<file path="src/design/rth_pkg.sv">
// ----------------------------------------------------------------------------
// rth_pkg
// shared types and constants of the rgb to hsl converter
// ----------------------------------------------------------------------------
package rth_pkg;

    localparam int CHAN_W      = 8;
    localparam int FRAC_W      = 16;
    localparam int LIGHT_W     = CHAN_W + 1;
    localparam int HDEN_W      = CHAN_W + 3;
    localparam int SDEN_W      = CHAN_W;
    localparam int QUEUE_DEPTH = 2;

    // classified word, waiting for the dividers
    typedef struct packed {
        logic               gray;
        logic               sat_full;
        logic [HDEN_W-1:0]  hnum;
        logic [HDEN_W-1:0]  hden;
        logic [SDEN_W-1:0]  snum;
        logic [SDEN_W-1:0]  sden;
        logic [LIGHT_W-1:0] light;
    } t_item;

    // one stage of the divider pipeline
    typedef struct packed {
        logic               gray;
        logic               sat_full;
        logic [HDEN_W-1:0]  hrem;
        logic [HDEN_W-1:0]  hden;
        logic [FRAC_W-1:0]  hq;
        logic [SDEN_W-1:0]  srem;
        logic [SDEN_W-1:0]  sden;
        logic [FRAC_W-1:0]  sq;
        logic [LIGHT_W-1:0] light;
    } t_stage;

endpackage

</file>
<file path="src/design/rgb_to_hsl.sv">
// ----------------------------------------------------------------------------
// rgb_to_hsl
// 8-bit rgb pixel to hue, saturation and lightness
// ----------------------------------------------------------------------------
// Takes one pixel per clock: a word is accepted when start is high and busy
// is low, and its result appears on o_hue, o_saturation and o_lightness for
// exactly one cycle with o_valid high, after one classify stage, one queue
// stage, a load stage and sixteen divider stages, one quotient bit each. The
// receiver cannot stall, so busy stays low in normal streaming; the divider
// pipeline takes a new word every cycle. Hue and saturation are truncated
// 0.16 fractions, lightness is max plus min of the channels.
// ----------------------------------------------------------------------------
module rgb_to_hsl import rth_pkg::*; #(
    parameter int DEPTH = QUEUE_DEPTH
) (
    input  logic               i_clk,
    input  logic               i_rst_n,
    input  logic               start,
    output logic               busy,
    input  logic [CHAN_W-1:0]  i_red,
    input  logic [CHAN_W-1:0]  i_green,
    input  logic [CHAN_W-1:0]  i_blue,
    output logic               o_valid,
    output logic [FRAC_W-1:0]  o_hue,
    output logic [FRAC_W-1:0]  o_saturation,
    output logic [LIGHT_W-1:0] o_lightness
);

    logic  push;
    logic  full;
    logic  pop;
    t_item f_item;
    t_item q_item;

    rth_front u_front (
        .i_clk   (i_clk),
        .i_rst_n (i_rst_n),
        .start   (start),
        .busy    (busy),
        .i_red   (i_red),
        .i_green (i_green),
        .i_blue  (i_blue),
        .i_full  (full),
        .o_push  (push),
        .o_item  (f_item)
    );

    rth_queue #(
        .DEPTH (DEPTH)
    ) u_queue (
        .i_clk   (i_clk),
        .i_rst_n (i_rst_n),
        .i_push  (push),
        .i_item  (f_item),
        .o_full  (full),
        .o_pop   (pop),
        .o_item  (q_item)
    );

    rth_back u_back (
        .i_clk        (i_clk),
        .i_rst_n      (i_rst_n),
        .i_pop        (pop),
        .i_item       (q_item),
        .o_valid      (o_valid),
        .o_hue        (o_hue),
        .o_saturation (o_saturation),
        .o_lightness  (o_lightness)
    );

endmodule

</file>
<file path="src/design/rth_front.sv">
// ----------------------------------------------------------------------------
// rth_front
// accepts a pixel, finds max and min, picks the hue sector and divisors
// ----------------------------------------------------------------------------
module rth_front import rth_pkg::*; (
    input  logic              i_clk,
    input  logic              i_rst_n,
    input  logic              start,
    output logic              busy,
    input  logic [CHAN_W-1:0] i_red,
    input  logic [CHAN_W-1:0] i_green,
    input  logic [CHAN_W-1:0] i_blue,
    input  logic              i_full,
    output logic              o_push,
    output t_item             o_item
);

    logic              r_fv;
    t_item             r_item;
    t_item             n_item;
    logic              accept;
    logic              advance;
    logic [CHAN_W-1:0] mx;
    logic [CHAN_W-1:0] mn;
    logic [CHAN_W-1:0] d;
    logic [LIGHT_W-1:0] s;
    logic [HDEN_W:0]   d6;
    logic [HDEN_W:0]   num;
    logic [LIGHT_W:0]  inv;

    assign busy    = r_fv && i_full;
    assign o_push  = r_fv && !i_full;
    assign advance = !r_fv || !i_full;
    assign accept  = start && !busy;
    assign o_item  = r_item;

    always_comb begin
        mx  = (i_red > i_green) ? i_red : i_green;
        mx  = (mx > i_blue) ? mx : i_blue;
        mn  = (i_red < i_green) ? i_red : i_green;
        mn  = (mn < i_blue) ? mn : i_blue;
        d   = mx - mn;
        s   = LIGHT_W'(mx) + LIGHT_W'(mn);
        d6  = (HDEN_W+1)'({d, 2'b00}) + (HDEN_W+1)'({d, 1'b0});
        inv = (LIGHT_W+1)'(2 * ((1 << CHAN_W) - 1)) - (LIGHT_W+1)'(s);
        priority if (mx == i_red) begin
            if (i_green >= i_blue) begin
                num = (HDEN_W+1)'(i_green) - (HDEN_W+1)'(i_blue);
            end else begin
                num = d6 - ((HDEN_W+1)'(i_blue) - (HDEN_W+1)'(i_green));
            end
        end else if (mx == i_green) begin
            num = (HDEN_W+1)'({d, 1'b0}) + (HDEN_W+1)'(i_blue) - (HDEN_W+1)'(i_red);
        end else begin
            num = (HDEN_W+1)'({d, 2'b00}) + (HDEN_W+1)'(i_red) - (HDEN_W+1)'(i_green);
        end
        n_item.gray  = (d == '0);
        n_item.hnum  = num[HDEN_W-1:0];
        n_item.hden  = d6[HDEN_W-1:0];
        n_item.snum  = d;
        n_item.sden  = (s < LIGHT_W'((1 << CHAN_W) - 1)) ? s[SDEN_W-1:0] : inv[SDEN_W-1:0];
        n_item.sat_full = (d == n_item.sden);
        n_item.light = s;
    end

    always_ff @(posedge i_clk) begin
        if (!i_rst_n) begin
            r_fv <= 1'b0;
        end else if (advance) begin
            r_fv <= accept;
        end
    end

    always_ff @(posedge i_clk) begin
        if (advance && accept) begin
            r_item <= n_item;
        end
    end

endmodule

</file>
<file path="src/design/rth_queue.sv">
// ----------------------------------------------------------------------------
// rth_queue
// short fifo between the front and the divider pipeline
// ----------------------------------------------------------------------------
module rth_queue import rth_pkg::*; #(
    parameter int DEPTH = QUEUE_DEPTH
) (
    input  logic  i_clk,
    input  logic  i_rst_n,
    input  logic  i_push,
    input  t_item i_item,
    output logic  o_full,
    output logic  o_pop,
    output t_item o_item
);

    localparam int PW = (DEPTH > 1) ? $clog2(DEPTH) : 1;
    localparam int CW = $clog2(DEPTH + 1);

    t_item          r_mem [DEPTH];
    logic [PW-1:0]  r_wp;
    logic [PW-1:0]  r_rp;
    logic [CW-1:0]  r_cnt;
    logic [PW-1:0]  n_wp;
    logic [PW-1:0]  n_rp;

    assign o_full = (r_cnt == CW'(DEPTH));
    assign o_pop  = (r_cnt != '0);
    assign o_item = r_mem[r_rp];

    always_comb begin
        n_wp = (r_wp == PW'(DEPTH - 1)) ? '0 : r_wp + PW'(1);
        n_rp = (r_rp == PW'(DEPTH - 1)) ? '0 : r_rp + PW'(1);
    end

    always_ff @(posedge i_clk) begin
        if (!i_rst_n) begin
            r_wp  <= '0;
            r_rp  <= '0;
            r_cnt <= '0;
        end else begin
            if (i_push) begin
                r_wp <= n_wp;
            end
            if (o_pop) begin
                r_rp <= n_rp;
            end
            unique case ({i_push, o_pop})
                2'b10:   r_cnt <= r_cnt + CW'(1);
                2'b01:   r_cnt <= r_cnt - CW'(1);
                default: r_cnt <= r_cnt;
            endcase
        end
    end

    always_ff @(posedge i_clk) begin
        if (i_push) begin
            r_mem[r_wp] <= i_item;
        end
    end

endmodule

</file>
<file path="src/design/rth_back.sv">
// ----------------------------------------------------------------------------
// rth_back
// two restoring dividers, one quotient bit per stage, and the result word
// ----------------------------------------------------------------------------
module rth_back import rth_pkg::*; (
    input  logic               i_clk,
    input  logic               i_rst_n,
    input  logic               i_pop,
    input  t_item              i_item,
    output logic               o_valid,
    output logic [FRAC_W-1:0]  o_hue,
    output logic [FRAC_W-1:0]  o_saturation,
    output logic [LIGHT_W-1:0] o_lightness
);

    logic   r_v  [FRAC_W+1];
    t_stage r_st [FRAC_W+1];
    t_stage n_st [FRAC_W+1];

    // load stage
    always_comb begin
        n_st[0].gray     = i_item.gray;
        n_st[0].sat_full = i_item.sat_full;
        n_st[0].hrem     = i_item.hnum;
        n_st[0].hden     = i_item.hden;
        n_st[0].hq       = '0;
        n_st[0].srem     = i_item.snum;
        n_st[0].sden     = i_item.sden;
        n_st[0].sq       = '0;
        n_st[0].light    = i_item.light;
    end

    always_ff @(posedge i_clk) begin
        if (!i_rst_n) begin
            r_v[0] <= 1'b0;
        end else begin
            r_v[0] <= i_pop;
        end
    end

    always_ff @(posedge i_clk) begin
        r_st[0] <= n_st[0];
    end

    for (genvar k = 1; k <= FRAC_W; k++) begin : g_step
        logic [HDEN_W:0] hsh;
        logic [SDEN_W:0] ssh;
        logic            hbit;
        logic            sbit;

        always_comb begin
            hsh  = {r_st[k-1].hrem, 1'b0};
            ssh  = {r_st[k-1].srem, 1'b0};
            hbit = (hsh >= {1'b0, r_st[k-1].hden});
            sbit = (ssh >= {1'b0, r_st[k-1].sden});
            n_st[k]      = r_st[k-1];
            n_st[k].hrem = hbit ? HDEN_W'(hsh - {1'b0, r_st[k-1].hden}) : hsh[HDEN_W-1:0];
            n_st[k].srem = sbit ? SDEN_W'(ssh - {1'b0, r_st[k-1].sden}) : ssh[SDEN_W-1:0];
            n_st[k].hq   = {r_st[k-1].hq[FRAC_W-2:0], hbit};
            n_st[k].sq   = {r_st[k-1].sq[FRAC_W-2:0], sbit};
        end

        always_ff @(posedge i_clk) begin
            if (!i_rst_n) begin
                r_v[k] <= 1'b0;
            end else begin
                r_v[k] <= r_v[k-1];
            end
        end

        always_ff @(posedge i_clk) begin
            r_st[k] <= n_st[k];
        end
    end

    // gray pixels give zero, a full ratio clamps
    always_comb begin
        o_valid     = r_v[FRAC_W];
        o_lightness = r_st[FRAC_W].light;
        priority if (r_st[FRAC_W].gray) begin
            o_hue        = '0;
            o_saturation = '0;
        end else if (r_st[FRAC_W].sat_full) begin
            o_hue        = r_st[FRAC_W].hq;
            o_saturation = '1;
        end else begin
            o_hue        = r_st[FRAC_W].hq;
            o_saturation = r_st[FRAC_W].sq;
        end
    end

endmodule
</file>
<file path="config.mk">
export PLATFORM = sky130hd
export DESIGN_NAME = rgb_to_hsl
export DESIGN_NICKNAME = d
export VERILOG_FILES = /design/src/design/rth_pkg.sv /design/src/design/rgb_to_hsl.sv /design/src/design/rth_front.sv /design/src/design/rth_queue.sv /design/src/design/rth_back.sv
export SDC_FILE = /design/constraint.sdc
export NUM_CORES = 2
export LEC_CHECK = 0
export BUFFER_PORTS_ARGS = -buffer_cell sky130_fd_sc_hd__buf_2
export CELL_PAD_IN_SITES_DETAIL_PLACEMENT = 1
export CELL_PAD_IN_SITES_GLOBAL_PLACEMENT = 1
export CORE_AREA = 2 2 319 321
export CTS_BUF_LIST = sky130_fd_sc_hd__clkbuf_8
export CTS_CLUSTER_DIAMETER = 60
export DETAILED_ROUTE_END_ITERATION = 12
export DIE_AREA = 0 0 321 323
export GPL_ROUTABILITY_DRIVEN = 0
export GPL_TIMING_DRIVEN = 1
export PLACE_DENSITY_LB_ADDON = 0.1
export SLEW_MARGIN = 20
export SYNTH_ARGS = -nofsm -noshare
export SYNTH_HDL_FRONTEND = slang
export SYNTH_SLANG_ARGS = --single-unit
</file>
<file path="constraint.sdc">
create_clock -name i_clk -period 9.3 [get_ports i_clk]
set_input_delay 1.86 -clock i_clk [delete_from_list [all_inputs] [get_ports i_clk]]
set_output_delay 1.86 -clock i_clk [all_outputs]
set_load 0.01 [all_outputs]
</file>
==> metrics.cfg <==
[run_status]
status = finished clean

[routing]
firstDrtPassIters = 5
drt_iter0_drc = 973
wl_mm = 87.9
route.detailed.wl_per_inst_um = 15.2
route.antenna.remaining_nets = 0
post-route-drc-count = 0
num_vias = 27800
viasPerCell = 4.82

[sta]
timing.max_slew.rel_slack_pct = 32.7
rsz0062_at_grt = false
final_count_of_pins_violating_max_slew = 0
finalWorstPathRequiredPeriod_ns = 8.55
finClkSkew_ns = 0.0455
post-route-period-util_pct = 92.0
final.setup.worst_slack_ns = 0.748
max_freq_mhz = 117
final-hold-violation-count = 0
finalSetupViolations = 0
worstMarginPinSlew_ns = 1.01

[clock_network]
cts.repair.resized = 0
clockRootBuffer = sky130_fd_sc_hd__clkbuf_8
cts_made_buffers = 187
htree_levels = 4
clockBufferDepth = 3
cts.sinks = 1161
clk_transition_reported_paths_ns = 0.06
cts_tree = built
cts_setup_buffers = 0
clock_insertion_delay_worst_skew_ns = 0.86
ctsHoldBuffers = 0

[setup_path]
cp-endpoint = u_front.o_item[46]$_DFFE_PP_
setup_crit_start = i_red[0]
depth_of_the_worst_register_to_register_path = 11
slowest_delay_ns = 0.39
worst_ep_required_time_ns = 9.87
endpoint_kind = flop
crit_path_top_delay_cell = sky130_fd_sc_hd__o21ai_0
worst_setup_path_start_kind = primary input
critical_path.reg2reg.startpoint = u_back.r_st[0][58]$_DFF_P_
critical_path_start_end_classification = primary input to flop
reg2reg_slack_ns = 5.45
endpoint_of_the_most_critical_register_to_register_path = u_back.r_st[0][154]$_DFF_P_
timing.critical_path.fanout_max = 19
critPathArrivalTime_ns = 9.12

[grt]
grt_pass1_vias = 29400
grt_max_degree = 46
grt_antenna_before_repair = 6
grtUsageTotal_pct = 17.4
grt_pass1_wl_mm = 146
globalRoute.totalOverflow = 0

[final_layout]
area_growth_syn_to_layout_pct = 13.2
final_design_area_no_fill_um2 = 50700
drive_above_1_share_pct = 12.4
layout.nets = 4764
mostFrequentLayoutCells = 1,025 x sky130_fd_sc_hd__dfxtp_1, 557 x sky130_fd_sc_hd__inv_1, 384 x sky130_fd_sc_hd__ha_1, 266 x sky130_fd_sc_hd__o21ai_0, 258 x sky130_fd_sc_hd__nor2_1
layout.core_utilization_pct = 50.4
layout_commonest_cell = sky130_fd_sc_hd__dfxtp_1

[synthesis]
synth_adder_area_share_pct = 12.8
compound_cell_area_share_of_the_yosys_netlist_pct = 9.75
postSynth.asyncResetShare_pct = 0
mappedNetlistArea_um2 = 44800
synth-xor-area-share_pct = 4.39
synth-edff-count = 135
largest_family_of_logic_cells_by_synthesized_area = adder cells
syn-instance-count = 4084
synth-simple-area-share_pct = 8.70
mux_share_of_post_synthesis_cell_area_pct = 4.64
yosysSeqAreaShare_pct = 54.9
mappedNetlistNets = 4541
synth-warning-count = 0
synthesis.area_per_instance_um2 = 11.0
synth-seq-cells = 1161
synthFlopType = sky130_fd_sc_hd__dfxtp_1
netlist-cell-type-count = 79

[die]
core_area_um2 = 101000
design.portCount = 70
die_area_um2 = 104000
fp.dieW_um = 321
start_util_pct = 44.5
die_h_um = 323
floorplan.rows = 117

[power]
total_leakage_power_nw = 23.1
power-per-cell-area_nw_per_um2 = 409
vdd.ir_drop.worst_v = 0.000299

[place]
detailed_place_hpwl_mm = 66.1
postPlaceCellArea_um2 = 46700
port-buffer-count = 69
pre_cts_slack_ns = -0.0940

[min_path]
type_of_the_most_critical_hold_path = flop to flop

[job]
max_cap_violations = 0

[registers in the layout (all words and copies together), names as in the netlist, named ones only]
name / count
u_back.r_v: 17
u_back.r_st: 1003
u_queue.r_cnt: 2
u_queue.r_wp: 1
u_front.o_item: 45
u_queue.r_rp: 1
u_queue.r_mem: 90
u_front.r_fv: 1
[how the worst min path moves through the flow]
stage                                      startpoint                           to  slack, ns  cells after the start
after CTS                 u_back.r_st[0][203]$_DFF_P_  u_back.r_st[0][285]$_DFF_P_       0.28                      0
after global routing      u_back.r_st[0][203]$_DFF_P_  u_back.r_st[0][285]$_DFF_P_       0.30                      0
after detailed placement  u_back.r_st[1][161]$_DFF_P_  u_back.r_st[1][242]$_DFF_P_       0.31                      0
after floorplan            u_back.r_st[0][79]$_DFF_P_  u_back.r_st[0][160]$_DFF_P_       0.31                      0
after global placement     u_back.r_st[3][85]$_DFF_P_  u_back.r_st[3][166]$_DFF_P_       0.31                      0
final                     u_back.r_st[0][203]$_DFF_P_  u_back.r_st[0][285]$_DFF_P_       0.29                      0
[worst max-delay path, delay by kind of cell]
family	cells	cell delay, ns
mux	2	0.31
simple gates	7	0.56
fa+ha+maj	6	1.89
compound gates	14	3.16
xor+xnor	2	0.34
buf+inv	7	1.00
[area by class of cell]
cell class,instances,area [um^2]
Fill cell,10900,50000
Sequential cell,1161,24600
Multi-Input combinational cell,2360,18100
Clock buffer,221,3040
Inverter,499,1870
Tap cell,1309,1640
Clock inverter,122,933
Timing Repair Buffer,98,563
Antenna cell,1,2.50
[cell usage after synthesis, types with 33 or more instances]
library cell,n,area share [%]
sky130_fd_sc_hd__a21boi_0,70,1.2
sky130_fd_sc_hd__nand4_1,53,0.74
sky130_fd_sc_hd__and2_1,33,0.46
sky130_fd_sc_hd__xnor2_1,118,2.3
sky130_fd_sc_hd__nand2_1,248,2.1
sky130_fd_sc_hd__mux2_2,148,3.7
sky130_fd_sc_hd__xor2_1,91,1.8
sky130_fd_sc_hd__mux2i_1,40,0.89
sky130_fd_sc_hd__a21oi_1,116,1.3
sky130_fd_sc_hd__ha_1,384,11
sky130_fd_sc_hd__dfxtp_1,1026,46
sky130_fd_sc_hd__inv_1,496,4.2
sky130_fd_sc_hd__fa_1,46,2.1
sky130_fd_sc_hd__nor2b_1,102,1.4
sky130_fd_sc_hd__o21ai_0,266,3.0
sky130_fd_sc_hd__edfxtp_1,135,9.0
sky130_fd_sc_hd__o31ai_1,40,0.67
sky130_fd_sc_hd__nand2b_1,53,0.74
sky130_fd_sc_hd__nor2_1,260,2.2
sky130_fd_sc_hd__a21o_1,73,1.2
sky130_fd_sc_hd__clkbuf_1,47,0.39
[through the flow]
step	instances	power (mW)	TNS, ns	hold WS [ns]
6_report	5771	20.8	0	0.292
4_1_cts	5770	21.1	0	0.280
5_1_grt	5771	22.5	0	0.301
2_1_floorplan	4084	14.1	0	0.310
3_3_place_gp	5427	16.2	0	0.310
3_5_place_dp	5427	16.4	-0.0940	0.313
[metal layers]
metal  track usage [%]  routed length [um]  up-vias
met2              29.3               41000      375
li1                  -                   -    14100
met3              3.31                3100      153
met1              22.2               41700    13200
met4              6.33                2070        0
met5                 0                   0        -
[cells by family after synthesis]
group / after synthesis
xor+xnor: 216
mux: 189
flops: 1161
simple gates: 831
fa+ha+maj: 431
compound gates: 693
buf+inv: 563
[report_power, final]
part	leakage (nW)	internal (mW)	switching [mW]	total, mW
Sequential	9.90	6.87	0.684	7.55
Combinational	11.0	3.90	4.81	8.72
Clock	2.26	2.46	2.03	4.49
Total	23.1	13.2	7.53	20.8
Note: power is estimated with default switching activity, not from simulation.
